`config.mk`:
```
export PLATFORM = sky130hd
export DESIGN_NAME = icrb_fifo
export DESIGN_NICKNAME = d
export VERILOG_FILES = /design/src/hw/rtl/image_correlation_replicate_border_assert.svh /design/src/hw/rtl/icrb_pkg.sv /design/src/hw/rtl/icrb_fifo.sv
export SDC_FILE = /design/constraint.sdc
export NUM_CORES = 1
export LEC_CHECK = 0
export BUFFER_PORTS_ARGS = -buffer_cell sky130_fd_sc_hd__clkbuf_2
export CAP_MARGIN = 15
export CORE_MARGIN = 2
export CORE_UTILIZATION = 25
export CTS_CLUSTER_SIZE = 12
export DETAILED_ROUTE_END_ITERATION = 10
export PLACE_DENSITY_LB_ADDON = 0.3
export SLEW_MARGIN = 10
export SYNTH_ARGS = -nofsm -noshare
export SYNTH_HDL_FRONTEND = slang
export SYNTH_SLANG_ARGS = --single-unit
```
`constraint.sdc`:
```
create_clock -name clk -period 4.9 [get_ports clk]
set_clock_uncertainty 0.05 [all_clocks]
set_input_delay 0.245 -clock clk [delete_from_list [all_inputs] [get_ports clk]]
set_output_delay 0.245 -clock clk [all_outputs]
set_load 0.01 [all_outputs]
```
`src/hw/rtl/image_correlation_replicate_border_assert.svh`:
```
// ----------------------------------------------------------------------------
// Assertion helpers for the 3x3 border-replicating correlator
// Both forms sample on clk and stay quiet while arst_n is low.
// ----------------------------------------------------------------------------
`ifndef IMAGE_CORRELATION_REPLICATE_BORDER_ASSERT_SVH
`define IMAGE_CORRELATION_REPLICATE_BORDER_ASSERT_SVH

// Same-cycle implication.
`define ICRB_ASSERT_IMPL(label, ante, cons) \
	label: assert property (@(posedge clk) disable iff (!arst_n) (ante) |-> (cons)) \
		else $error("icrb assertion failed");

// Next-cycle implication.
`define ICRB_ASSERT_NEXT(label, ante, cons) \
	label: assert property (@(posedge clk) disable iff (!arst_n) (ante) |=> (cons)) \
		else $error("icrb assertion failed");

`endif

```
`src/hw/rtl/icrb_pkg.sv`:
```
// ----------------------------------------------------------------------------
// icrb_pkg
// Shared constants, register codes and structs of the 3x3 correlator.
// ----------------------------------------------------------------------------
package icrb_pkg;

	localparam int MAX_WIDTH_DEF = 4096;
	localparam int KERNEL_SIZE   = 3;
	localparam int NTAPS         = KERNEL_SIZE * KERNEL_SIZE;
	localparam int PIX_W         = 32;
	localparam int HEIGHT_W      = 16;
	localparam int ROW_W         = HEIGHT_W + 1;
	localparam int BPP_W         = 3;
	localparam int CH_W          = 2;
	localparam int TAP_W         = 16;
	localparam int CFG_IDX_W     = 3;
	localparam int CFG_DATA_W    = 64;
	localparam int IMG_W_BITS    = 13;
	localparam int PROD_W        = 25;
	localparam int SUM_W         = 30;
	localparam int QDEPTH        = 4;
	localparam int QADDR_W       = 2;
	localparam int QCNT_W        = 3;

	typedef enum logic [CFG_IDX_W-1:0] {
		REG_WIDTH       = 3'd0,
		REG_HEIGHT      = 3'd1,
		REG_BPP         = 3'd2,
		REG_CHSEL       = 3'd3,
		REG_COEF_FIRST  = 3'd4,
		REG_COEF_SECOND = 3'd5,
		REG_COEF_LAST   = 3'd6
	} reg_idx_t;

	typedef struct packed {
		logic [HEIGHT_W-1:0]           height;
		logic [BPP_W-1:0]              bpp;
		logic [CH_W-1:0]               chsel;
		logic                          wide;
		logic [NTAPS-1:0][TAP_W-1:0]   taps;
	} cfg_t;

	// One column step for the window engine.
	typedef struct packed {
		logic             shift;
		logic             pre;
		logic             post;
		logic             first;
		logic             fe;
		logic [PIX_W-1:0] bot;
		logic [PIX_W-1:0] mid;
		logic [PIX_W-1:0] top;
	} op_t;

	typedef struct packed {
		logic pend;
	} fst_t;

	typedef struct packed {
		logic [QCNT_W-1:0] cnt;
	} qst_t;

endpackage

```
`src/hw/rtl/icrb_fifo.sv`:
```
// ----------------------------------------------------------------------------
// icrb_fifo
// Short queue of column steps between the front and the window engine.
// ----------------------------------------------------------------------------
module icrb_fifo (
	input  logic               clk,
	input  logic               arst_n,
	input  logic               push,
	input  icrb_pkg::op_t      wdata,
	input  logic               pop,
	output logic               rvalid,
	output icrb_pkg::op_t      rdata,
	output icrb_pkg::qst_t     qst
);

	icrb_pkg::op_t                 mem_q [icrb_pkg::QDEPTH];
	logic [icrb_pkg::QADDR_W-1:0]  wp_q, rp_q;
	logic [icrb_pkg::QCNT_W-1:0]   cnt_q;
	logic                          do_pop;

	assign rvalid = (cnt_q != '0);
	assign do_pop = pop && rvalid;
	assign rdata  = mem_q[rp_q];
	assign qst.cnt = cnt_q;

	always_ff @(posedge clk or negedge arst_n) begin
		if (!arst_n) begin
			wp_q  <= '0;
			rp_q  <= '0;
			cnt_q <= '0;
		end else begin
			if (push)
				wp_q <= wp_q + icrb_pkg::QADDR_W'(1);
			if (do_pop)
				rp_q <= rp_q + icrb_pkg::QADDR_W'(1);
			if (push && !do_pop)
				cnt_q <= cnt_q + icrb_pkg::QCNT_W'(1);
			else if (!push && do_pop)
				cnt_q <= cnt_q - icrb_pkg::QCNT_W'(1);
		end
	end

	always_ff @(posedge clk) begin
		if (push)
			mem_q[wp_q] <= wdata;
	end

endmodule

```
==> flow_metrics.py <==
metrics = {
    "run_status": {
        "status": "completed",
    },
    "critical_path": {
        "cp-start-kind": "register",
        "path_cells": "buf_4 -> mux4_2 -> clkbuf_2",
        "cp-startpoint": "rp_q[0]",
        "worst-r2r-setup-slack_ps": 2700,
        "rr_startpoint": "wp_q[1]",
        "critPathKind": "reg -> out",
        "reg2reg_depth": 4,
        "slowest_stage": "dfrtp_4",
        "cp.buffers_inverters": 2,
        "crit_arrival_ps": 2620,
        "crit_path_max_fanout": 30,
        "cp_top_family": "buffers and inverters",
        "reg2reg_to": "mem_q[1][94]",
        "worstSetupEndpointType": "primary output",
        "slowest_delay_ps": 680,
        "worst_ep_required_time_ps": 4610,
    },
    "synth": {
        "syn_area_sq_um": 15030,
        "synth_top_cell_area_share": 0.8070,
        "yosys_warnings": 0,
        "syn_inst": 561,
        "synth_area_leaders": "edfxtp_1 81%, mux4_2 15%, dfrtp_1 1.2%",
        "yosysUniqueCellTypes": 21,
        "ys_async_sr_fraction": 0.01703,
        "ys_top_cells_by_count": "404 x edfxtp_1, 101 x mux4_2, 9 x buf_2, 7 x buf_12, 7 x dfrtp_1",
        "syn_nets": 672,
        "synth_fa_ha_area_frac": 0.005493,
        "synth.avg_cell_area_sq_um": 26.80,
        "synthSimpleGateAreaFrac": 0.003163,
        "synth_top_family_by_area": "multiplexers",
        "synth-seq-cells": 411,
        "synth_most_common_cell": "edfxtp_1",
        "synth_mux_area_frac": 0.1521,
        "seq_area_frac_synth": 0.8186,
        "synth_largest_area_cell": "edfxtp_1",
        "synth-xor-area-share": 0.003496,
        "synth_compound_area_frac": 0.0003329,
        "synth_edf_count": 404,
        "synth_flop_cell": "edfxtp_1",
    },
    "clock_network": {
        "cts_buffers": 46,
        "cts_tree": "done",
        "cts_max_level": 2,
        "cts_buffer_depth": 3,
        "clk_latency_ps": 550,
        "cts.clk_slew.worst_paths_ps": 60,
        "clock_sinks": 411,
        "cts_setup_buffers": 0,
        "root_buffer": "clkbuf_16",
    },
    "floorplan": {
        "die_w_microns": 249.2,
        "coreArea_sq_um": 59240,
        "initial_utilization": 0.2538,
        "die_area_sq_um": 62110,
        "placementRows": 89,
        "die_h_microns": 249.2,
        "ios": 210,
    },
    "placement": {
        "dp_hpwl_mm": 17.46,
        "io_buffer_count": 209,
        "pre_cts_slack_ps": 2471,
        "gp_routability_congestion": 0.6604,
    },
    "routing": {
        "drc": 0,
        "antenna_left": 0,
        "vias_per_cell": 4.150,
        "drtIter0Drc": 345,
        "drt-total-wl_mm": 31.06,
        "drtPass1Iterations": 4,
        "num_vias": 7109,
        "avgRoutedWirePerCell_microns": 18.13,
    },
    "run": {
        "drv_cap": 0,
    },
    "global_route": {
        "first_global_vias": 7946,
        "grt_overflow": 0,
        "grt_first_pass_wirelength_mm": 47.94,
        "grt_usage": 0.1008,
        "grt_max_degree": 60,
        "antenna_found_initial": 1,
    },
    "pwr": {
        "cellInternalPower_uw": 7920,
        "seq_power_share": 0.437,
        "leakage_uw": 0.006595,
        "pwr-share-comb": 0.274,
        "p_sw_uw": 3219,
        "clkPwrFrac": 0.289,
        "vdd_ir_drop_max_v": 0.0003333,
        "switching_share": 0.2890,
        "cellPowerDensity_nw_per_um2": 573.5,
    },
    "layout": {
        "area_growth_pct": 29.20,
        "fill_cells": 5658,
        "final_nets": 1018,
        "drive_gt1_frac": 0.4106,
        "diodes": 0,
    },
    "timing": {
        "final_max_slew_viol_count": 0,
        "period_share": 0.5941,
        "setup_viol": 0,
        "finalWorstSetupSlack_ps": 1989,
        "fmax_mhz": 343.5,
        "setup-tns-final_ps": 0,
        "hold_violations": 0,
        "worstMarginPinSlew_ps": 834.0,
        "max_slew_margin": 0.4440,
        "period_minus_slack_ps": 2911,
        "grt_setup_unrepaired": "no",
        "whs_ps": 396.2,
    },
    "min_path": {
        "hold_path_class": "in -> reg",
        "hold_end": "mem_q[3][57]",
        "holdCritStartpoint": "wdata[57]",
        "hold_depth": 2,
    },
}
[area by class of cell]
type	count	area (sq um)	share of cell area
Sequential cell	411	12310	0.6340
Multi-Input combinational cell	124	2484	0.1279
Timing Repair Buffer	321	2225	0.1145
Clock buffer	69	1351	0.06957
Tap cell	773	967.2	0.04980
Clock inverter	12	70.07	0.003608
Inverter	3	11.26	0.0005798
[what timing repair did]
| action | in CTS | in global routing |
|---|---|---|
| gates resized for setup | 0 | 0 |
| hold endpoints to repair | 415 | 0 |
| endpoints found under the setup margin | 0 | 0 |
| hold buffers | 105 | 0 |
[logic make-up (layout without fill, tap and decap cells)]
kind of cell / after synthesis / in the layout
flip-flops: 411 / 411
multiplexers: 102 / 102
buffers and inverters: 26 / 405
AND/OR/NAND/NOR: 9 / 9
adder cells (fa/ha/maj): 6 / 6
XOR/XNOR: 6 / 6
AO/OA/AOI/OAI: 1 / 1
[registers in the layout, indices dropped and copies added (netlist names)]
signal,flops
qst,3
rp_q,2
mem_q,404
wp_q,2
[stage by stage]
stage,total power (uW),cell area (sq um),std cells,utilization
final,11140,19420,1713,0.3278
after global routing,11760,19420,1713,0.3278
after CTS,11420,19420,1713,0.3278
after detailed placement,8066,16950,1527,0.2861
after global placement,8033,16950,1527,0.2861
after floorplan,6952,15030,561,-
[metal layers]
layer,global-route usage,share of wire,vias up
li1,-,-,3121
met1,0.1303,0.44,3748
met2,0.1641,0.48,176
met3,0.02915,0.056,62
met4,0.03064,0.024,2
met5,0,0.00042,-
[cell usage in the layout, fill, tap and decap left out]
cell           Yosys  layout
nand2_1            2       2
clkinv_2           0       3
clkbuf_8           0       5
mux4_2           101     101
xnor2_1            3       3
clkinv_1           0       4
dfrtp_1            7       5
and2_4             0       4
inv_1              3       3
edfxtp_1         404     404
or3_1              1       1
fa_1               1       1
ha_1               5       5
dlygate4sd3_1      0     105
clkinv_4           0       1
clkinvlp_4         0       3
clkbuf_1           2      15
dfrtp_4            0       2
o21ai_0            1       1
nor2_1             1       1
inv_6              0       1
nand3_1            1       1
mux2_2             1       1
clkbuf_2           0     209
xor2_1             3       3
buf_4              3       1
buf_12             7       6
clkbuf_16          0      49
[power by group through the flow]
stage          clock, uW  combinational [uW]  sequential, uW
3_5_place_dp           0                3100            4960
2_1_floorplan          0                2120            4830
4_1_cts             3350                3180            4890
6_report            3220                3050            4870
3_3_place_gp           0                3090            4940
5_1_grt             3480                3330            4940
[worst max path at each step]
stage	depth (start not counted)	slack [ps]	end
after floorplan	3	1420	mem_q[0][0]
after global placement	3	2470	rdata[53]
after detailed placement	3	2470	rdata[52]
after CTS	3	1850	rdata[52]
after global routing	3	1750	rdata[60]
final	3	1990	rdata[52]
[worst reg2reg max path, delay by kind of cell, from the launching register on]
family                     cells  cell delay [ps]
DFF                            1              400
adders and majority gates      1              160
buffers and inverters          2              530
and+or+nand+nor                1              670
Note: power is estimated with default switching activity, not from simulation.
