===== src/hw/rtl/image_correlation_replicate_border_assert.svh =====
// ----------------------------------------------------------------------------
// Assertion helpers for the 3x3 border-replicating correlator
// Both forms sample on clk and stay quiet while arst_n is low.
// ----------------------------------------------------------------------------
`ifndef IMAGE_CORRELATION_REPLICATE_BORDER_ASSERT_SVH
`define IMAGE_CORRELATION_REPLICATE_BORDER_ASSERT_SVH

// Same-cycle implication.
`define ICRB_ASSERT_IMPL(label, ante, cons) \
	label: assert property (@(posedge clk) disable iff (!arst_n) (ante) |-> (cons)) \
		else $error("icrb assertion failed");

// Next-cycle implication.
`define ICRB_ASSERT_NEXT(label, ante, cons) \
	label: assert property (@(posedge clk) disable iff (!arst_n) (ante) |=> (cons)) \
		else $error("icrb assertion failed");

`endif


===== src/hw/rtl/icrb_pkg.sv =====
// ----------------------------------------------------------------------------
// icrb_pkg
// Shared constants, register codes and structs of the 3x3 correlator.
// ----------------------------------------------------------------------------
package icrb_pkg;

	localparam int MAX_WIDTH_DEF = 4096;
	localparam int KERNEL_SIZE   = 3;
	localparam int NTAPS         = KERNEL_SIZE * KERNEL_SIZE;
	localparam int PIX_W         = 32;
	localparam int HEIGHT_W      = 16;
	localparam int ROW_W         = HEIGHT_W + 1;
	localparam int BPP_W         = 3;
	localparam int CH_W          = 2;
	localparam int TAP_W         = 16;
	localparam int CFG_IDX_W     = 3;
	localparam int CFG_DATA_W    = 64;
	localparam int IMG_W_BITS    = 13;
	localparam int PROD_W        = 25;
	localparam int SUM_W         = 30;
	localparam int QDEPTH        = 4;
	localparam int QADDR_W       = 2;
	localparam int QCNT_W        = 3;

	typedef enum logic [CFG_IDX_W-1:0] {
		REG_WIDTH       = 3'd0,
		REG_HEIGHT      = 3'd1,
		REG_BPP         = 3'd2,
		REG_CHSEL       = 3'd3,
		REG_COEF_FIRST  = 3'd4,
		REG_COEF_SECOND = 3'd5,
		REG_COEF_LAST   = 3'd6
	} reg_idx_t;

	typedef struct packed {
		logic [HEIGHT_W-1:0]           height;
		logic [BPP_W-1:0]              bpp;
		logic [CH_W-1:0]               chsel;
		logic                          wide;
		logic [NTAPS-1:0][TAP_W-1:0]   taps;
	} cfg_t;

	// One column step for the window engine.
	typedef struct packed {
		logic             shift;
		logic             pre;
		logic             post;
		logic             first;
		logic             fe;
		logic [PIX_W-1:0] bot;
		logic [PIX_W-1:0] mid;
		logic [PIX_W-1:0] top;
	} op_t;

	typedef struct packed {
		logic pend;
	} fst_t;

	typedef struct packed {
		logic [QCNT_W-1:0] cnt;
	} qst_t;

endpackage


===== src/hw/rtl/icrb_if.sv =====


interface icrb_cfg_if;
	logic                              valid;
	logic                              ready;
	logic [icrb_pkg::CFG_IDX_W-1:0]    index;
	logic [icrb_pkg::CFG_DATA_W-1:0]   data;
	modport source (output valid, output index, output data, input ready);
	modport sink   (input valid, input index, input data, output ready);
endinterface


===== src/hw/rtl/icrb_cfg.sv =====
// ----------------------------------------------------------------------------
// icrb_cfg
// Register file; stores effective (clamped) values and flags a restart.
// ----------------------------------------------------------------------------
module icrb_cfg #(
	parameter int MAX_WIDTH = icrb_pkg::MAX_WIDTH_DEF,
	parameter int WW        = $clog2(MAX_WIDTH + 1)
) (
	input  logic               clk,
	input  logic               arst_n,
	icrb_cfg_if.sink           cfg,
	output logic [WW-1:0]      width,
	output icrb_pkg::cfg_t     regs,
	output logic               restart
);

	logic [WW-1:0]                          width_q;
	logic [icrb_pkg::HEIGHT_W-1:0]          height_q;
	logic [icrb_pkg::BPP_W-1:0]             bpp_q;
	logic [icrb_pkg::CH_W-1:0]              chsel_q;
	logic [icrb_pkg::CFG_DATA_W-1:0]        coef_first_q;
	logic [icrb_pkg::CFG_DATA_W-1:0]        coef_second_q;
	logic [icrb_pkg::TAP_W-1:0]             coef_last_q;
	logic                                   wr;
	logic [icrb_pkg::IMG_W_BITS-1:0]        wv;
	logic [icrb_pkg::BPP_W-1:0]             bv;

	assign cfg.ready = 1'b1;
	assign wr = cfg.valid;
	assign wv = cfg.data[icrb_pkg::IMG_W_BITS-1:0];
	assign bv = cfg.data[icrb_pkg::BPP_W-1:0];

	always_ff @(posedge clk or negedge arst_n) begin
		if (!arst_n) begin
			width_q       <= WW'(1);
			height_q      <= icrb_pkg::HEIGHT_W'(1);
			bpp_q         <= icrb_pkg::BPP_W'(1);
			chsel_q       <= '0;
			coef_first_q  <= '0;
			coef_second_q <= icrb_pkg::CFG_DATA_W'(4096);
			coef_last_q   <= '0;
		end else if (wr) begin
			case (icrb_pkg::reg_idx_t'(cfg.index))
				icrb_pkg::REG_WIDTH: begin
					if (wv == '0)
						width_q <= WW'(1);
					else if (32'(wv) > MAX_WIDTH)
						width_q <= WW'(MAX_WIDTH);
					else
						width_q <= WW'(wv);
				end
				icrb_pkg::REG_HEIGHT: begin
					if (cfg.data[icrb_pkg::HEIGHT_W-1:0] == '0)
						height_q <= icrb_pkg::HEIGHT_W'(1);
					else
						height_q <= cfg.data[icrb_pkg::HEIGHT_W-1:0];
				end
				icrb_pkg::REG_BPP: begin
					if (bv == '0)
						bpp_q <= icrb_pkg::BPP_W'(1);
					else if (bv > icrb_pkg::BPP_W'(4))
						bpp_q <= icrb_pkg::BPP_W'(4);
					else
						bpp_q <= bv;
				end
				icrb_pkg::REG_CHSEL:       chsel_q <= cfg.data[icrb_pkg::CH_W-1:0];
				icrb_pkg::REG_COEF_FIRST:  coef_first_q <= cfg.data;
				icrb_pkg::REG_COEF_SECOND: coef_second_q <= cfg.data;
				icrb_pkg::REG_COEF_LAST:   coef_last_q <= cfg.data[icrb_pkg::TAP_W-1:0];
				default: begin
				end
			endcase
		end
	end

	assign restart = wr && (cfg.index == icrb_pkg::REG_WIDTH || cfg.index == icrb_pkg::REG_HEIGHT);
	assign width = width_q;

	always_comb begin
		regs.height = height_q;
		regs.bpp    = bpp_q;
		regs.chsel  = chsel_q;
		regs.wide   = (width_q >= WW'(2));
		regs.taps   = {coef_last_q, coef_second_q, coef_first_q};
	end

endmodule


===== src/flat_wrapper.sv =====
// flat-port wrapper written by rule: the top's interface ports become plain ports
module icrb_cfg_flat 
#(
	parameter int MAX_WIDTH = icrb_pkg::MAX_WIDTH_DEF,
	parameter int WW        = $clog2(MAX_WIDTH + 1)
)
  (clk, arst_n, width, regs, restart, cfg_valid, cfg_index, cfg_data, cfg_ready);
  icrb_cfg_if cfg_i ();
  input  logic clk;
  input  logic arst_n;
  output logic [WW-1:0] width;
  output icrb_pkg::cfg_t regs;
  output logic restart;
  input wire logic [$bits(cfg_i.valid)-1:0] cfg_valid;
  input wire logic [$bits(cfg_i.index)-1:0] cfg_index;
  input wire logic [$bits(cfg_i.data)-1:0] cfg_data;
  output wire logic [$bits(cfg_i.ready)-1:0] cfg_ready;
  assign cfg_i.valid = cfg_valid;
  assign cfg_i.index = cfg_index;
  assign cfg_i.data = cfg_data;
  assign cfg_ready = cfg_i.ready;
  icrb_cfg #(.MAX_WIDTH(MAX_WIDTH), .WW(WW)) u_core (.clk(clk), .arst_n(arst_n), .cfg(cfg_i), .width(width), .regs(regs), .restart(restart));
endmodule

===== config.mk =====
export PLATFORM = sky130hd
export DESIGN_NAME = icrb_cfg_flat
export DESIGN_NICKNAME = d
export VERILOG_FILES = /design/src/hw/rtl/image_correlation_replicate_border_assert.svh /design/src/hw/rtl/icrb_pkg.sv /design/src/hw/rtl/icrb_if.sv /design/src/hw/rtl/icrb_cfg.sv /design/src/flat_wrapper.sv
export SDC_FILE = /design/constraint.sdc
export NUM_CORES = 1
export LEC_CHECK = 0
export ABC_AREA = 1
export BUFFER_PORTS_ARGS = -buffer_cell sky130_fd_sc_hd__buf_2
export CAP_MARGIN = 10
export CORE_UTILIZATION = 54
export DETAILED_ROUTE_END_ITERATION = 8
export PLACE_DENSITY = 0.85
export SKIP_LAST_GASP = 1
export SYNTH_ARGS = -nofsm -noshare
export SYNTH_HDL_FRONTEND = slang
export SYNTH_SLANG_ARGS = --single-unit

===== constraint.sdc =====
create_clock -name clk -period 1.3 [get_ports clk]
set_input_delay 0.195 -clock clk [delete_from_list [all_inputs] [get_ports clk]]
set_output_delay 0.195 -clock clk [all_outputs]
set_load 0.01 [all_outputs]

==> metrics <==
status=finished with violations; failing checks=setup timing; initial core utilization=0.557; largest net degree at the start of global routing=46; mean area per synthesized cell=approximately 11 um^2; initial antenna violation count=0; unrepaired setup endpoints after global routing=yes; vias in the first global route=approximately 5,600; Final Hold Fails=0; element type at the critical path start=flip-flop; critical path type=reg -> out; layout cells sized above 1=0.464; TritonCTS clock tree=yes; crit-path max cell delay=between 0.4 and 0.5 ns; Synth Cell Area=about 0.0074 mm^2; 1st-iter DRT viols=327; Cell Chain, Critical Path=nor4_1, nand3_1, buf_2; synth warn=0; GPL Wtd Cong=around 0.85; Synth area leaders=dfrtp_1, o21ai_2, nand2_1; Critical Path RT=~1.1 ns; Design Power=~17 mW; DP Wirelength=12,200 um; Synth Instances=roughly 700; IO Pins=between 200 and 300; Hold Crit Class=in -> reg; drt drc=0; Unique masters post-synth=22; DRT Pass-1 Iters=5; Reg area=0.00446 mm^2; CTS Sinks=178; Hold Worst Slack=roughly 0.032 ns; Top delay family on crit path=flip-flops; WP data arrival=between 1 and 1.5 ns; Routed WL per cell=between 15 and 20 um; Seq cells post-synth=approximately 180; post-route ant nets=0; Worst Clk Skew=0 ns; Syn Nets=around 770; slowest cell on the critical path=dfrtp_1; top-area cell type share of the netlist area=0.588; MaxCap Viol Count=0; Multi-input gate area=approximately 0.0023 mm^2; Setup-failing EPs final=2; Area Growth Syn to Fin=28.5%; max-slew violation count=0; DIE AREA=0.0142 mm^2; Filler Cell Count=977; final worst setup slack=-0.238 ns; die height=roughly 120 um; PortBufs=about 250; remaining global-route overflow=0; num rows=42; CP bufs+invs=1; clock latency on the worst-skew pair=about 0.4 ns; shortest period the worst path allows=roughly 1.5 ns; vias post-DR=~5,700; CTS buffer count=17; CTS H-Tree Depth=4; core area=between 0.01 and 0.015 mm^2; vias per cell=~5; Seq/Total Area, Yosys=0.602; Max Clk Rate=around 0.65 GHz; CP Max Fanout=2; pwr dens=roughly 1800 mW/mm^2; hold_sp=cfg_data[1]; Crit. End Element=primary output; Ant. Diodes=0; Pleak=about 5.2 nW; root buffer cell=clkbuf_16; die width=about 120 um; VDD IR max=around 1100 uV; first-pass GRT wire length=28,100 um; Placed Instances=between 1,000 and 1,500; Tcrit/Tclk final=1.18; Total GRT Usage=0.257; CTS max path bufs=2; Reg clk slew, reported paths=~0.060 ns; Post-Route WL=about 17,000 um; Layout Cells excl Fill=1,140; Nets=roughly 1,000; critical path startpoint=u_core.width[12]$_DFFE_PN0P_; top cell type by total area after synthesis=dfrtp_1; R2R Path Start=u_core.width[0]$_DFFE_PN1P_
[worst paths after layout]
kind,endpoint,slack [ns],cells past startpoint
setup / recovery,regs[144],-0.24,3
hold / removal,u_core.bpp_q[1]$_DFFE_PN0P_,0.03,3
setup reg to reg,u_core.width[0]$_DFFE_PN1P_,0.47,3
hold reg to reg,u_core.coef_first_q[52]$_DFFE_PN0P_,0.47,2
max in group asynchronous,u_core.width[0]$_DFFE_PN1P_,0.53,3
min in group asynchronous,u_core.coef_first_q[22]$_DFFE_PN0P_,0.21,2
[cell type report]
class,instances,share of cell area
Sequential cell,178,0.469
Clock inverter,14,0.0272
Timing Repair Buffer,271,0.165
Clock buffer,18,0.0461
Multi-Input combinational cell,411,0.242
Tap cell,176,0.0231
Inverter,72,0.0284
[cells in the final DEF, fill, tap and decap left out, types with 2 or more instances in the layout]
cell       count
nand3_1       15
o21ai_0       23
o21ai_1       14
inv_1         66
clkinv_4       3
clkbuf_16     17
inv_2          6
nor2_2         2
o21ai_2      126
clkinv_2       3
dfstp_2        4
nand2_4        2
buf_2        244
nand2_1      205
nor2_1        14
a21oi_1        2
buf_4         11
bufinv_16      7
dfrtp_1      174
buf_6          5
nor4_2         2
nor2_4         2
buf_12        10
[sequential cells by signal, summed over array words and instances, names as in the netlist]
register,cells
u_core.bpp_q,3
u_core.chsel_q,2
u_core.coef_first_q,64
u_core.coef_last_q,16
u_core.coef_second_q,64
u_core.height_q,16
u_core.width,13
[through the flow]
step                      setup TNS [ns]  setup WS (ns)  cell area, um^2  utilization
final                             -0.239         -0.238             9520        0.716
after global routing              -0.333         -0.305             9520        0.716
after CTS                         -0.245         -0.245             9490        0.713
after detailed placement       -0.000426      -0.000426             8750        0.658
after global placement                 0         0.0414             8750        0.658
after floorplan                        0          0.280             7410            -
[worst min-delay path, delay by kind of cell]
kind                   cells  cell delay, ns
AND/OR/NAND/NOR            2            0.10
buffers and inverters      1            0.11
[timing repair]
action,4_1_cts,5_1_grt
buffers inserted,2,2
endpoints found under the hold margin,174,0
pin swaps,4,2
gates resized for setup,2,4
setup endpoints to repair,1,7
hold buffers,1,0
[power breakdown]
| part | switching, mW | leakage [nW] | internal, mW |
|---|---|---|---|
| sequential | 0.591 | 2.24 | 6.58 |
| combinational | 2.04 | 2.67 | 1.52 |
| clock | 2.09 | 0.340 | 3.85 |
| total | 4.71 | 5.25 | 11.9 |
[layer usage]
layer / routed length, um / share of wire / global-route usage
met5: 0 / 0 / 0
met4: 321 / 0.018 / 0.0878
met3: 1250 / 0.072 / 0.0742
met2: 8860 / 0.51 / 0.426
met1: 6920 / 0.40 / 0.321
[cells by family (layout without fill, tap and decap cells)]
| group | Yosys count | after routing | synth area share |
|---|---|---|---|
| simple gates | 245 | 245 | 0.132 |
| compound gates | 165 | 165 | 0.175 |
| buf+inv | 110 | 375 | 0.0908 |
| flops | 178 | 178 | 0.602 |
| other cells | 1 | 1 | 0.000506 |
[cell usage after synthesis]
cell	number
clkbuf_2	1
a21oi_1	2
buf_2	3
inv_1	66
inv_2	6
o21ai_1	14
o21ai_0	23
dfstp_2	4
conb_1	1
buf_4	5
nor2_1	14
nand2_1	205
buf_8	5
nand3_1	15
nand2_2	3
nor3_1	1
o21ai_2	126
nor4_1	3
nor2_4	2
dfrtp_1	174
buf_6	24
nor2_2	2
No activity file was read; power rests on OpenSTA's default activity.
