===== src/hw/rtl/image_correlation_replicate_border_assert.svh =====
// ----------------------------------------------------------------------------
// Assertion helpers for the 3x3 border-replicating correlator
// Both forms sample on clk and stay quiet while arst_n is low.
// ----------------------------------------------------------------------------
`ifndef IMAGE_CORRELATION_REPLICATE_BORDER_ASSERT_SVH
`define IMAGE_CORRELATION_REPLICATE_BORDER_ASSERT_SVH

// Same-cycle implication.
`define ICRB_ASSERT_IMPL(label, ante, cons) \
	label: assert property (@(posedge clk) disable iff (!arst_n) (ante) |-> (cons)) \
		else $error("icrb assertion failed");

// Next-cycle implication.
`define ICRB_ASSERT_NEXT(label, ante, cons) \
	label: assert property (@(posedge clk) disable iff (!arst_n) (ante) |=> (cons)) \
		else $error("icrb assertion failed");

`endif


===== src/hw/rtl/icrb_pkg.sv =====
// ----------------------------------------------------------------------------
// icrb_pkg
// Shared constants, register codes and structs of the 3x3 correlator.
// ----------------------------------------------------------------------------
package icrb_pkg;

	localparam int MAX_WIDTH_DEF = 4096;
	localparam int KERNEL_SIZE   = 3;
	localparam int NTAPS         = KERNEL_SIZE * KERNEL_SIZE;
	localparam int PIX_W         = 32;
	localparam int HEIGHT_W      = 16;
	localparam int ROW_W         = HEIGHT_W + 1;
	localparam int BPP_W         = 3;
	localparam int CH_W          = 2;
	localparam int TAP_W         = 16;
	localparam int CFG_IDX_W     = 3;
	localparam int CFG_DATA_W    = 64;
	localparam int IMG_W_BITS    = 13;
	localparam int PROD_W        = 25;
	localparam int SUM_W         = 30;
	localparam int QDEPTH        = 4;
	localparam int QADDR_W       = 2;
	localparam int QCNT_W        = 3;

	typedef enum logic [CFG_IDX_W-1:0] {
		REG_WIDTH       = 3'd0,
		REG_HEIGHT      = 3'd1,
		REG_BPP         = 3'd2,
		REG_CHSEL       = 3'd3,
		REG_COEF_FIRST  = 3'd4,
		REG_COEF_SECOND = 3'd5,
		REG_COEF_LAST   = 3'd6
	} reg_idx_t;

	typedef struct packed {
		logic [HEIGHT_W-1:0]           height;
		logic [BPP_W-1:0]              bpp;
		logic [CH_W-1:0]               chsel;
		logic                          wide;
		logic [NTAPS-1:0][TAP_W-1:0]   taps;
	} cfg_t;

	// One column step for the window engine.
	typedef struct packed {
		logic             shift;
		logic             pre;
		logic             post;
		logic             first;
		logic             fe;
		logic [PIX_W-1:0] bot;
		logic [PIX_W-1:0] mid;
		logic [PIX_W-1:0] top;
	} op_t;

	typedef struct packed {
		logic pend;
	} fst_t;

	typedef struct packed {
		logic [QCNT_W-1:0] cnt;
	} qst_t;

endpackage


===== src/hw/rtl/icrb_if.sv =====


interface icrb_out_if;
	logic                        valid;
	logic                        ready;
	logic [icrb_pkg::PIX_W-1:0]  pixel_out;
	logic                        frame_end;
	modport source (output valid, output pixel_out, output frame_end, input ready);
	modport sink   (input valid, input pixel_out, input frame_end, output ready);
endinterface



===== src/hw/rtl/icrb_back.sv =====
// ----------------------------------------------------------------------------
// icrb_back
// Holds the 3x3 window, picks the border-replicated neighborhood, multiplies,
// sums, saturates and presents the result in an output register.
// ----------------------------------------------------------------------------
module icrb_back (
	input  logic               clk,
	input  logic               arst_n,
	input  logic               q_valid,
	input  icrb_pkg::op_t      q_data,
	output logic               pop,
	input  icrb_pkg::cfg_t     regs,
	icrb_out_if.source         out_stream
);

	localparam int PW = icrb_pkg::PIX_W;
	localparam int NT = icrb_pkg::NTAPS;
	localparam int KS = icrb_pkg::KERNEL_SIZE;

	logic [KS-1:0][KS-1:0][PW-1:0]    win_q;   // [slot][row], slot 0 oldest
	logic [KS-1:0][PW-1:0]            col_l, col_c, col_r, col_new;
	logic                             en, do_emit;

	logic                             v_s1, v_s2, v_s3, out_v_q;
	logic [NT-1:0][7:0]               b_s1;
	logic [PW-1:0]                    cw_s1, cw_s2, cw_s3;
	logic                             fe_s1, fe_s2, fe_s3;
	logic signed [icrb_pkg::PROD_W-1:0] a_ext [NT];
	logic signed [icrb_pkg::PROD_W-1:0] t_ext [NT];
	logic signed [icrb_pkg::PROD_W-1:0] prod_s2 [NT];
	logic signed [icrb_pkg::SUM_W-1:0]  rsum_s3 [KS];
	logic signed [icrb_pkg::SUM_W-1:0]  tot;
	logic [7:0]                       val;
	logic [PW-1:0]                    word;
	logic [PW-1:0]                    pix_q;
	logic                             fe_q;

	assign en  = !out_v_q || out_stream.ready;
	assign pop = en && q_valid;
	assign do_emit = pop && (q_data.pre || q_data.post);

	assign col_new = {q_data.bot, q_data.mid, q_data.top};
	assign col_c   = win_q[2];

	// Before the shift: right edge, so the right column repeats the centre.
	// After the shift: left edge when the new column is the second of a row.
	always_comb begin
		if (q_data.pre) begin
			col_l = regs.wide ? win_q[1] : win_q[2];
			col_r = win_q[2];
		end else begin
			col_l = q_data.first ? win_q[2] : win_q[1];
			col_r = col_new;
		end
	end

	always_ff @(posedge clk or negedge arst_n) begin
		if (!arst_n) begin
			win_q <= '0;
		end else if (pop && q_data.shift) begin
			win_q[0] <= win_q[1];
			win_q[1] <= win_q[2];
			win_q[2] <= col_new;
		end
	end

	always_ff @(posedge clk or negedge arst_n) begin
		if (!arst_n) begin
			v_s1    <= 1'b0;
			v_s2    <= 1'b0;
			v_s3    <= 1'b0;
			out_v_q <= 1'b0;
		end else if (en) begin
			v_s1    <= do_emit;
			v_s2    <= v_s1;
			v_s3    <= v_s2;
			out_v_q <= v_s3;
		end
	end

	always_ff @(posedge clk) begin
		if (en) begin
			for (int r = 0; r < KS; r++) begin
				b_s1[r*KS]     <= col_l[r][regs.chsel*8 +: 8];
				b_s1[r*KS + 1] <= col_c[r][regs.chsel*8 +: 8];
				b_s1[r*KS + 2] <= col_r[r][regs.chsel*8 +: 8];
			end
			cw_s1 <= col_c[1];
			fe_s1 <= q_data.fe;
		end
	end

	always_comb begin
		for (int t = 0; t < NT; t++) begin
			a_ext[t] = icrb_pkg::PROD_W'($signed({1'b0, b_s1[t]}));
			t_ext[t] = icrb_pkg::PROD_W'($signed(regs.taps[t]));
		end
	end

	always_ff @(posedge clk) begin
		if (en) begin
			for (int t = 0; t < NT; t++)
				prod_s2[t] <= a_ext[t] * t_ext[t];
			cw_s2 <= cw_s1;
			fe_s2 <= fe_s1;
		end
	end

	always_ff @(posedge clk) begin
		if (en) begin
			for (int r = 0; r < KS; r++)
				rsum_s3[r] <= icrb_pkg::SUM_W'(prod_s2[r*KS])
					+ icrb_pkg::SUM_W'(prod_s2[r*KS + 1])
					+ icrb_pkg::SUM_W'(prod_s2[r*KS + 2]);
			cw_s3 <= cw_s2;
			fe_s3 <= fe_s2;
		end
	end

	// Truncate toward zero only matters for positive sums; negatives clamp to 0.
	always_comb begin
		tot = rsum_s3[0] + rsum_s3[1] + rsum_s3[2];
		if (tot[icrb_pkg::SUM_W-1] || tot == '0)
			val = '0;
		else if (|tot[icrb_pkg::SUM_W-2:20])
			val = 8'hFF;
		else
			val = tot[19:12];
		for (int k = 0; k < 4; k++) begin
			if (icrb_pkg::BPP_W'(k) >= regs.bpp)
				word[k*8 +: 8] = 8'h00;
			else if (icrb_pkg::CH_W'(k) == regs.chsel)
				word[k*8 +: 8] = val;
			else
				word[k*8 +: 8] = cw_s3[k*8 +: 8];
		end
	end

	always_ff @(posedge clk) begin
		if (en) begin
			pix_q <= word;
			fe_q  <= fe_s3;
		end
	end

	assign out_stream.valid     = out_v_q;
	assign out_stream.pixel_out = pix_q;
	assign out_stream.frame_end = fe_q;

endmodule


===== src/flat_wrapper.sv =====
// flat-port wrapper written by rule: the top's interface ports become plain ports
module icrb_back_flat 
  (clk, arst_n, q_valid, q_data, pop, regs, out_stream_valid, out_stream_pixel_out, out_stream_frame_end, out_stream_ready);
  icrb_out_if out_stream_i ();
  input  logic clk;
  input  logic arst_n;
  input  logic q_valid;
  input  icrb_pkg::op_t q_data;
  output logic pop;
  input  icrb_pkg::cfg_t regs;
  output wire logic [$bits(out_stream_i.valid)-1:0] out_stream_valid;
  output wire logic [$bits(out_stream_i.pixel_out)-1:0] out_stream_pixel_out;
  output wire logic [$bits(out_stream_i.frame_end)-1:0] out_stream_frame_end;
  input wire logic [$bits(out_stream_i.ready)-1:0] out_stream_ready;
  assign out_stream_valid = out_stream_i.valid;
  assign out_stream_pixel_out = out_stream_i.pixel_out;
  assign out_stream_frame_end = out_stream_i.frame_end;
  assign out_stream_i.ready = out_stream_ready;
  icrb_back u_core (.clk(clk), .arst_n(arst_n), .q_valid(q_valid), .q_data(q_data), .pop(pop), .regs(regs), .out_stream(out_stream_i));
endmodule

===== config.mk =====
export PLATFORM = sky130hd
export DESIGN_NAME = icrb_back_flat
export DESIGN_NICKNAME = d
export VERILOG_FILES = /design/src/hw/rtl/image_correlation_replicate_border_assert.svh /design/src/hw/rtl/icrb_pkg.sv /design/src/hw/rtl/icrb_if.sv /design/src/hw/rtl/icrb_back.sv /design/src/flat_wrapper.sv
export SDC_FILE = /design/constraint.sdc
export NUM_CORES = 2
export LEC_CHECK = 0
export BUFFER_PORTS_ARGS = -buffer_cell sky130_fd_sc_hd__buf_4
export CAP_MARGIN = 0
export CORE_UTILIZATION = 54
export CTS_BUF_LIST = sky130_fd_sc_hd__clkbuf_4 sky130_fd_sc_hd__clkbuf_8 sky130_fd_sc_hd__clkbuf_16
export DETAILED_ROUTE_END_ITERATION = 12
export GPL_TIMING_DRIVEN = 0
export HOLD_SLACK_MARGIN = 0.05
export PLACE_DENSITY = 0.8
export RECOVER_POWER = 100
export SKIP_LAST_GASP = 1
export SLEW_MARGIN = 10
export SYNTH_ARGS = -nofsm -noshare
export SYNTH_HDL_FRONTEND = slang
export SYNTH_SLANG_ARGS = --single-unit

===== constraint.sdc =====
create_clock -name clk -period 18.2 [get_ports clk]
set_input_delay 1.82 -clock clk [delete_from_list [all_inputs] [get_ports clk]]
set_output_delay 1.82 -clock clk [all_outputs]
set_load 0.05 [all_outputs]

==> flow_summary.toml <==
[outcome]
status = "finished, violations left"
failed_checks = "max-capacitance violations, max-slew violations"

[placement]
io_buffers = 280
gp_congestion = 0.977
hpwl_um = 151000

[clock_network]
clock_sinks = 706
cts_buffers = 78
cts_max_level = 3
clk_path_buf_depth = 3
insertion_delay_ns = 0.67
clkTransAtPathRegs_ns = 0.07
cts_hold_buf = 0
post_cts_resized = 0
postCtsSetupBuffers = 0
cts-root-buf = "clkbuf_16"
cts_tree = "yes"

[route]
dr.pass1.iters = 8
via_per_inst = 5.63
routed_wl_um = 187000
wire_per_inst_um = 20.8
final_antenna_net_count = 0
drcViolationCount = 0
drt_iter0_markers = 4055
via_count = 50700

[sta]
worst_clock_skew_ns = 0.0355
worst_pin_slew_ns = 5.58
min_period_ns = 11.13
setup_tns_ns = 0
rsz0062_at_grt = "no"
hold_viol_final = 0
setup_viol = 0
clock.fmax_mhz = 89.9
finalCritPeriodShare_pct = 61.1
slew_headroom_pct = -272
slew_viol_final = 419

[floorplan]
io_pins = 306
rows = 134
start_util_pct = 54.6
core_area_um2 = 134000
fp.dieW_um = 370
die-area_um2 = 137000
die_h_um = 370

[synth]
synth.distinct_cells = 87
syn_inst = 6797
synth_edf_count = 510
syn-num-nets = 8644
ys_warn_count = 0
synth.yosys.seq_area_share_pct = 27.6
synth.largest_area_cell = "fa_1"
async_flop_share_pct = 27.8
ys_top_cells_by_area = "fa_1 28%, edfxtp_1 21%, ha_1 9.4%"
synth_top_area_share_pct = 28.0
ys_top_cells_by_count = "1430 x inv_1, 1024 x fa_1, 628 x and2_1, 618 x nand2_1, 552 x ha_1"
avgSynthCellArea_um2 = 10.8
synthesis.area_um2 = 73200
ys.flop_type = "edfxtp_1"
synth.ff_latch_count = 706
synth_most_common_cell = "inv_1"

[worst_setup_path]
worstPathMaxFanout = 104
startpoint_type = "input port"
crit_family = "buffers and inverters"
cpMostUsedCell = "clkbuf_1"
worstSetupPathType = "input port to register"
required_ns = 18.48
crit_arrival_ns = 11.41
cpPeakStageDelay_ns = 4.12
crit_start = "out_stream_ready"
reg2reg_from = "u_core.out_stream.valid"
crit_slowest_cell = "clkbuf_1"
endpoint_kind = "register"
critical_path.cell_chain = "clkbuf_4, nand2b_1, clkbuf_1, clkbuf_1, clkbuf_1, buf_16, buf_16"
path_buf_inv = 6

[job]
maxCapViolCount = 7

[final_layout]
drive_gt1_share_pct = 9.60
syn_to_final_growth_pct = 9.49
final_nets = 9011

[min_path]
min_from = "u_core.cw_s2[18]"
holdCritPathClass = "register to register"

[grt]
grt_max_degree = 113
grt_overflow = 0
grt_pass1_wl_um = 295000
grt_pass1_vias = 53400
track_usage_pct = 28.1
antenna_found_initial = 18
[layout make-up]
type | instances | area (um^2)
Clock buffer | 92 | 2100
Tap cell | 1768 | 2210
Antenna cell | 3 | 7.51
Multi-Input combinational cell | 4524 | 47000
Sequential cell | 706 | 20200
Timing Repair Buffer | 287 | 1990
Buffer | 137 | 538
Inverter | 1430 | 5370
Fill cell | 10600 | 53900
Clock inverter | 52 | 706
[kinds of logic (layout without fill, tap and decap cells)]
| group | Yosys count | in the layout | share of synthesized area (%) |
|---|---|---|---|
| AND/OR/NAND/NOR | 1718 | 1718 | 11.8 |
| adder cells (fa/ha/maj) | 1576 | 1576 | 37.5 |
| buffers and inverters | 1567 | 1998 | 8.07 |
| flip-flops | 706 | 706 | 27.6 |
| AO/OA/AOI/OAI | 652 | 652 | 5.96 |
| multiplexers | 318 | 318 | 6.00 |
| XOR/XNOR | 260 | 260 | 3.11 |
| other | 0 | 3 | 0 |
[through the flow]
| stage | setup slack (ns) | util, % | hold WS, ns | cells | area, um^2 |
|---|---|---|---|---|---|
| detailed placement | 11.14 | 58.0 | 0.405 | 8852 | 77700 |
| global placement | 5.01 | 57.8 | 0.401 | 8845 | 77500 |
| CTS | 11.80 | 60.1 | 0.412 | 8996 | 80500 |
| floorplan | 7.05 | - | 0.400 | 6797 | 73200 |
| global route | 6.33 | 59.8 | 0.406 | 8998 | 80100 |
| finish | 7.07 | 59.8 | 0.408 | 8999 | 80100 |
[layer usage]
metal	vias up	GRT usage [%]	share of wire (%)
met1	25700	36.7	39
met5	-	0	0.072
met2	2057	45.1	46
met4	24	10.3	3.9
met3	389	7.45	10
li1	22500	-	-
[final timing paths]
check                                         endpoint  slack [ns]  depth (start not counted)
min in group asynchronous             u_core.col_c[60]        1.73                          1
worst max register to register  u_core.prod_s2[0][113]        7.99                          6
worst max-delay path            u_core.prod_s2[0][113]        7.07                          7
worst min register to register        u_core.cw_s3[18]        0.41                          0
max in group asynchronous             u_core.col_c[65]        8.14                          3
worst min-delay path                  u_core.cw_s3[18]        0.41                          0
[flip-flops by register name, indices dropped and copies added (netlist names)]
signal,flops
u_core.col_c,96
u_core.v_s1,1
u_core.out_stream.frame_end,1
u_core.win_q,96
u_core.cw_s3,32
u_core.cw_s2,32
u_core.rsum_s3,81
u_core.out_stream.pixel_out,32
u_core.v_s3,1
u_core.cw_s1,32
u_core.fe_s2,1
u_core.fe_s1,1
u_core.out_stream.valid,1
u_core.fe_s3,1
u_core.v_s2,1
u_core.prod_s2,225
u_core.a_ext,72
[cell usage in the layout (no fill, tap or decap), types with 177 or more instances in the layout]
cell and n:
a21oi_1 177, and2_1 606, clkbuf_1 186, xnor2_1 210, edfxtp_1 510, buf_4 223
dfrtp_1 196, mux2_2 218, fa_1 1024, inv_1 1430, ha_1 552, nand2_1 618
nor2_1 193
Power is not shown: default switching activity piles up to over one toggle a cycle in this logic, so the estimate is an artifact.
